===== config.mk =====
export PLATFORM = sky130hd
export DESIGN_NAME = utf8_stream_decoder_unit
export DESIGN_NICKNAME = d
export VERILOG_FILES = /design/src/design/u8dec_pkg.sv /design/src/design/utf8_stream_decoder_unit.sv
export SDC_FILE = /design/constraint.sdc
export NUM_CORES = 1
export LEC_CHECK = 0
export BUFFER_PORTS_ARGS = -buffer_cell sky130_fd_sc_hd__buf_2
export CORE_ASPECT_RATIO = 1.75
export CORE_UTILIZATION = 55
export CTS_CLUSTER_DIAMETER = 60
export DETAILED_ROUTE_END_ITERATION = 8
export PLACE_DENSITY = 0.79
export SKIP_CTS_REPAIR_TIMING = 1
export SYNTH_ARGS = -nofsm -noshare
export SYNTH_HDL_FRONTEND = slang
export SYNTH_SLANG_ARGS = --single-unit

===== constraint.sdc =====
create_clock -name aclk -period 6.2 [get_ports aclk]
set_clock_uncertainty 0.2 [all_clocks]
set_input_delay 0.31 -clock aclk [delete_from_list [all_inputs] [get_ports aclk]]
set_output_delay 0.31 -clock aclk [all_outputs]
set_load 0.03 [all_outputs]

===== src/design/u8dec_pkg.sv =====
`default_nettype none
// ----------------------------------------------------------------------------
// u8dec_pkg
// Shared widths, lead-byte masks and the lead classifier for the
// six-byte UTF-8 stream decoder.
// ----------------------------------------------------------------------------
package u8dec_pkg;

    localparam int unsigned BYTE_W = 8;
    localparam int unsigned CP_W   = 31;
    localparam int unsigned REM_W  = 3;
    localparam int unsigned CONT_W = 6;

    // Lead-byte class boundaries
    localparam logic [BYTE_W-1:0] LEAD_CONT  = 8'h80;
    localparam logic [BYTE_W-1:0] LEAD_TWO   = 8'hC0;
    localparam logic [BYTE_W-1:0] LEAD_THREE = 8'hE0;
    localparam logic [BYTE_W-1:0] LEAD_FOUR  = 8'hF0;
    localparam logic [BYTE_W-1:0] LEAD_FIVE  = 8'hF8;
    localparam logic [BYTE_W-1:0] LEAD_SIX   = 8'hFC;

    // Payload masks
    localparam logic [BYTE_W-1:0] CONT_MASK  = 8'h3F;
    localparam logic [BYTE_W-1:0] MASK_TWO   = 8'h1F;
    localparam logic [BYTE_W-1:0] MASK_THREE = 8'h0F;
    localparam logic [BYTE_W-1:0] MASK_FOUR  = 8'h07;
    localparam logic [BYTE_W-1:0] MASK_FIVE  = 8'h03;
    localparam logic [BYTE_W-1:0] MASK_SIX   = 8'h01;

    // Follow-on byte counts per lead class
    localparam logic [REM_W-1:0] REM_IDLE  = 3'd0;
    localparam logic [REM_W-1:0] REM_LAST  = 3'd1;
    localparam logic [REM_W-1:0] REM_TWO   = 3'd1;
    localparam logic [REM_W-1:0] REM_THREE = 3'd2;
    localparam logic [REM_W-1:0] REM_FOUR  = 3'd3;
    localparam logic [REM_W-1:0] REM_FIVE  = 3'd4;
    localparam logic [REM_W-1:0] REM_SIX   = 3'd5;

    typedef struct packed {
        logic [BYTE_W-1:0] payload;
        logic [REM_W-1:0]  remaining;
    } lead_info_t;

    // Classify a multi-byte lead (caller guarantees byte >= 0xC0)
    function automatic lead_info_t classify_lead(input logic [BYTE_W-1:0] b);
        lead_info_t info;
        if (b < LEAD_THREE) begin
            info.payload   = b & MASK_TWO;
            info.remaining = REM_TWO;
        end else if (b < LEAD_FOUR) begin
            info.payload   = b & MASK_THREE;
            info.remaining = REM_THREE;
        end else if (b < LEAD_FIVE) begin
            info.payload   = b & MASK_FOUR;
            info.remaining = REM_FOUR;
        end else if (b < LEAD_SIX) begin
            info.payload   = b & MASK_FIVE;
            info.remaining = REM_FIVE;
        end else begin
            info.payload   = b & MASK_SIX;
            info.remaining = REM_SIX;
        end
        return info;
    endfunction

endpackage
`default_nettype wire


===== src/design/utf8_stream_decoder_unit.sv =====
`default_nettype none
// ----------------------------------------------------------------------------
// utf8_stream_decoder_unit
// Byte-serial decoder for the original six-byte UTF-8 form.
// ----------------------------------------------------------------------------
// Usage:
//   Input channel (s_valid/s_ready/s_data_byte) carries one raw text byte per
//   transfer. Result channel (m_valid/m_ready/m_code_point/m_bad_lead) carries
//   one decoded character, or a bad-lead flag with code point zero.
//   An ASCII byte or a bad lead (0x80..0xBF while idle) gives a result on the
//   cycle after its transfer. A multi-byte character gives no result for its
//   lead and middle bytes; its result appears in the cycle after the transfer
//   of its last byte. Continuation bytes are not checked; only their low six
//   bits are used.
//   Throughput is one byte per cycle unless a pending result stalls: the
//   sequence state and the output register are updated by a single level of
//   shift/mask logic. The output register doubles as the decoupling stage:
//   s_ready stays high while the result register is empty or being drained,
//   so a new byte can be taken in the same cycle a result leaves. If the
//   receiver stalls with a result pending, s_ready drops and the result holds until taken.
//   Reset (aresetn low, synchronous) empties the result register and returns
//   the decoder to idle, awaiting a lead byte.
// ----------------------------------------------------------------------------
module utf8_stream_decoder_unit (
    input  wire logic                          aclk,
    input  wire logic                          aresetn,
    input  wire logic                          s_valid,
    output logic                               s_ready,
    input  wire logic [u8dec_pkg::BYTE_W-1:0]  s_data_byte,
    output logic                               m_valid,
    input  wire logic                          m_ready,
    output logic [u8dec_pkg::CP_W-1:0]         m_code_point,
    output logic                               m_bad_lead
);

    logic [u8dec_pkg::REM_W-1:0] remaining_reg, remaining_next;
    logic [u8dec_pkg::CP_W-1:0]  acc_reg, acc_next;
    logic                        m_valid_reg, m_valid_next;
    logic [u8dec_pkg::CP_W-1:0]  code_point_reg, code_point_next;
    logic                        bad_lead_reg, bad_lead_next;

    logic                        in_xfer;
    logic [u8dec_pkg::CP_W-1:0]  acc_shifted;
    u8dec_pkg::lead_info_t       lead;

    assign s_ready = !m_valid_reg || m_ready;
    assign in_xfer = s_valid && s_ready;

    // Shift in one continuation payload, drop bits above the code point width
    assign acc_shifted = {acc_reg[u8dec_pkg::CP_W-u8dec_pkg::CONT_W-1:0],
                          s_data_byte[u8dec_pkg::CONT_W-1:0]};
    assign lead = u8dec_pkg::classify_lead(s_data_byte);

    // Decode step for one byte
    always_comb begin
        remaining_next  = remaining_reg;
        acc_next        = acc_reg;
        m_valid_next    = m_valid_reg && !m_ready;
        code_point_next = code_point_reg;
        bad_lead_next   = bad_lead_reg;
        if (in_xfer) begin
            if (remaining_reg != u8dec_pkg::REM_IDLE) begin
                remaining_next = remaining_reg - 1'b1;
                if (remaining_reg == u8dec_pkg::REM_LAST) begin
                    m_valid_next    = 1'b1;
                    code_point_next = acc_shifted;
                    bad_lead_next   = 1'b0;
                    acc_next        = '0;
                end else begin
                    acc_next = acc_shifted;
                end
            end else if (s_data_byte < u8dec_pkg::LEAD_CONT) begin
                m_valid_next    = 1'b1;
                code_point_next = u8dec_pkg::CP_W'(s_data_byte);
                bad_lead_next   = 1'b0;
            end else if (s_data_byte < u8dec_pkg::LEAD_TWO) begin
                m_valid_next    = 1'b1;
                code_point_next = '0;
                bad_lead_next   = 1'b1;
            end else begin
                remaining_next = lead.remaining;
                acc_next       = u8dec_pkg::CP_W'(lead.payload);
            end
        end
    end

    // Sequence state and result register
    always_ff @(posedge aclk) begin
        if (!aresetn) begin
            remaining_reg <= u8dec_pkg::REM_IDLE;
            acc_reg       <= '0;
            m_valid_reg   <= 1'b0;
        end else begin
            remaining_reg <= remaining_next;
            acc_reg       <= acc_next;
            m_valid_reg   <= m_valid_next;
        end
        code_point_reg <= code_point_next;
        bad_lead_reg   <= bad_lead_next;
    end

    assign m_valid      = m_valid_reg;
    assign m_code_point = code_point_reg;
    assign m_bad_lead   = bad_lead_reg;

endmodule
`default_nettype wire


==> impl_metrics.yaml <==
die:
  die_y_um: 90.5
  die_area_um2: 4750
  start_util_pct: 58.2
  core_um2: 4230
  num_rows: 31
  io_pins: 46
  die-width_um: 52.6
clock_network:
  cts_tree: "yes"
  numCtsBuffers: 9
  htree_levels: 3
  ctsLongestPathBuffers: 2
  cts.sinks: 61
  clock-root-buffer: "clkbuf_8"
  clock_latency_ns: 0.33
  clk_pin_slew_ns: 0.06
power:
  p_leak_uw: 0.00112
  switching_share_pct: 29.2
  ir_drop_v: 0.000315
  powerDensity_nw_per_um2: 370
  power.internal_uw: 759
  p_clk_share_pct: 35.2
  p_switching_uw: 313
  pwr-share-seq_pct: 45.1
  p_comb_share_pct: 19.7
sta:
  fin_crit_sh_pct: 47.0
  worstMarginPinSlew_ns: 1.19
  timing.fmax_mhz: 343
  setup_viol: 0
  drv_slew: 0
  finalHoldViolCount: 0
  slew-limit-headroom_pct: 20.7
  period_minus_slack_ns: 2.91
  hold_slack_ns: 0.0119
  fin_setup_tns_ns: 0
  grt_setup_unrepaired: "false"
routing:
  drtAntennaViolNets: 0
  drt_pass1_iterations: 4
  drt_iter0_drc: 48
  drc_errors: 0
  viasPerCell: 5.47
  vias: 1707
  wl_per_cell_um: 14.0
  wl_mm: 4.36
logic_synthesis:
  synthMuxAreaShare_pct: 0
  synthTopCellsByArea: "edfxtp_1 39%, dfxtp_1 24%, and2_1 7.9%"
  yosys_warnings: 0
  synth-seq-area-share_pct: 62.7
  synthFlopType: "edfxtp_1"
  synth_seq_cells: 61
  async_reset_ff_share_pct: 0
  synth-edff-count: 32
  synth_compound_area_share_pct: 12.6
  synth_top_area_share_pct: 39.1
  synth_area_um2: 2460
  synth_area_leader_cell: "edfxtp_1"
  synth_top_family_by_area: "simple AND/OR/NAND/NOR gates"
  syn_nets: 228
  synth_xor_area_share_pct: 0
  synth_cell_types: 28
  synthSimpleGateAreaFrac_pct: 19.3
  synth_adder_area_share_pct: 1.53
  synth_common_cells: "32 x edfxtp_1, 31 x and2_1, 29 x dfxtp_1, 27 x nand2_1, 23 x nand3_1"
  avgSynthCellArea_um2: 11.5
  yosysMostFrequentCell: "edfxtp_1"
  netlist_instances: 213
final_layout:
  syn_to_final_growth_pct: 17.8
  drive_gt1_share_pct: 24.3
  utilization_pct: 68.5
  largest_reg_flops: 31
  num-fill-cells: 324
  nNetsFinal: 273
  num_antenna_cells: 0
global_route:
  antenna_found_initial: 0
  grt_pass1_wl_mm: 7.23
  grt_pass1_vias: 1546
  grt-ovfl-total: 0
  grtUsageTotal_pct: 21.4
  grt_max_degree: 33
critical_path:
  arrival_ns: 2.99
  end_kind: "flip-flop"
  path_class: "flip-flop to flip-flop"
  startpoint_type: "flip-flop"
  worstPathRequired_ns: 6.27
  critPathMaxFanout: 29
placed_design:
  gp_congestion: 0.749
  numPortBuffers: 45
  dp_hpwl_mm: 2.91
status:
  status: "finished clean"
worst_hold_path:
  hp-class: "primary input to flip-flop"
job:
  cap_violations: 0
## path summary, 6_finish.rpt
path,from,to,slack [ns],depth (start not counted)
max,remaining_reg[0]$_SDFFE_PN0P_,acc_reg[4]$_SDFFE_PN0P_,3.29,6
min,s_data_byte[0],acc_reg[0]$_SDFFE_PN0P_,0.01,2
max reg2reg,remaining_reg[0]$_SDFFE_PN0P_,acc_reg[4]$_SDFFE_PN0P_,3.29,6
min reg2reg,acc_reg[21]$_SDFFE_PN0P_,acc_reg[21]$_SDFFE_PN0P_,0.25,2
## worst max-delay path, stage by stage (launching register included)
cell and delay [ns]:
dfxtp_1 0.34, inv_1 0.09, ha_1 0.25, nand2b_1 0.51
o211ai_2 0.97, and2_1 0.33, a32o_1 0.16
## power groups by stage
stage / clock, uW / combinational, uW / sequential, uW
finish: 377 / 211 / 484
global route: 399 / 229 / 487
CTS: 381 / 213 / 484
detailed placement: 0 / 212 / 492
global placement: 0 / 208 / 491
floorplan: 0 / 100 / 554
## layer usage
layer	wire, um	part of all wire (%)	up-vias	track usage [%]
met5	0	0	-	0
met4	155	3.6	0	11.2
met3	199	4.6	13	6.57
met2	2320	53	53	34.1
met1	1680	39	802	24.8
li1	-	-	839	-
## area by class of cell
type	count	area [um^2]	share of cell area (%)
Timing Repair Buffer	46	233	8.03
Sequential cell	61	1540	53.2
Clock buffer	11	141	4.88
Inverter	6	22.5	0.778
Multi-Input combinational cell	134	823	28.4
Clock inverter	5	73.8	2.55
Tap cell	49	61.3	2.12
## per-stage QoR
step	instances	cell area (um^2)	setup slack, ns	total power (uW)
3_5_place_dp	296	2680	3.33	704
2_1_floorplan	213	2460	3.99	654
3_3_place_gp	296	2680	3.44	699
4_1_cts	312	2900	3.30	1080
5_1_grt	312	2900	2.99	1110
6_report	312	2900	3.29	1070
## kinds of logic (layout without fill, tap and decap cells)
kind of cell / count (synthesis) / after routing
flops: 61 / 61
buf+inv: 18 / 68
compound gates: 40 / 40
simple gates: 91 / 91
fa+ha+maj: 3 / 3
## placed cells by master, fill, tap and decap left out, drive strengths merged, types with 4 or more instances in the layout
cell and n:
nand2 27, inv 6, edfxtp 32, a21boi 22
dfxtp 29, buf 46, a21oi 4, and2 31
nand3 23, clkbuf 11, a32o 4
(Power assumes the default switching activity.)
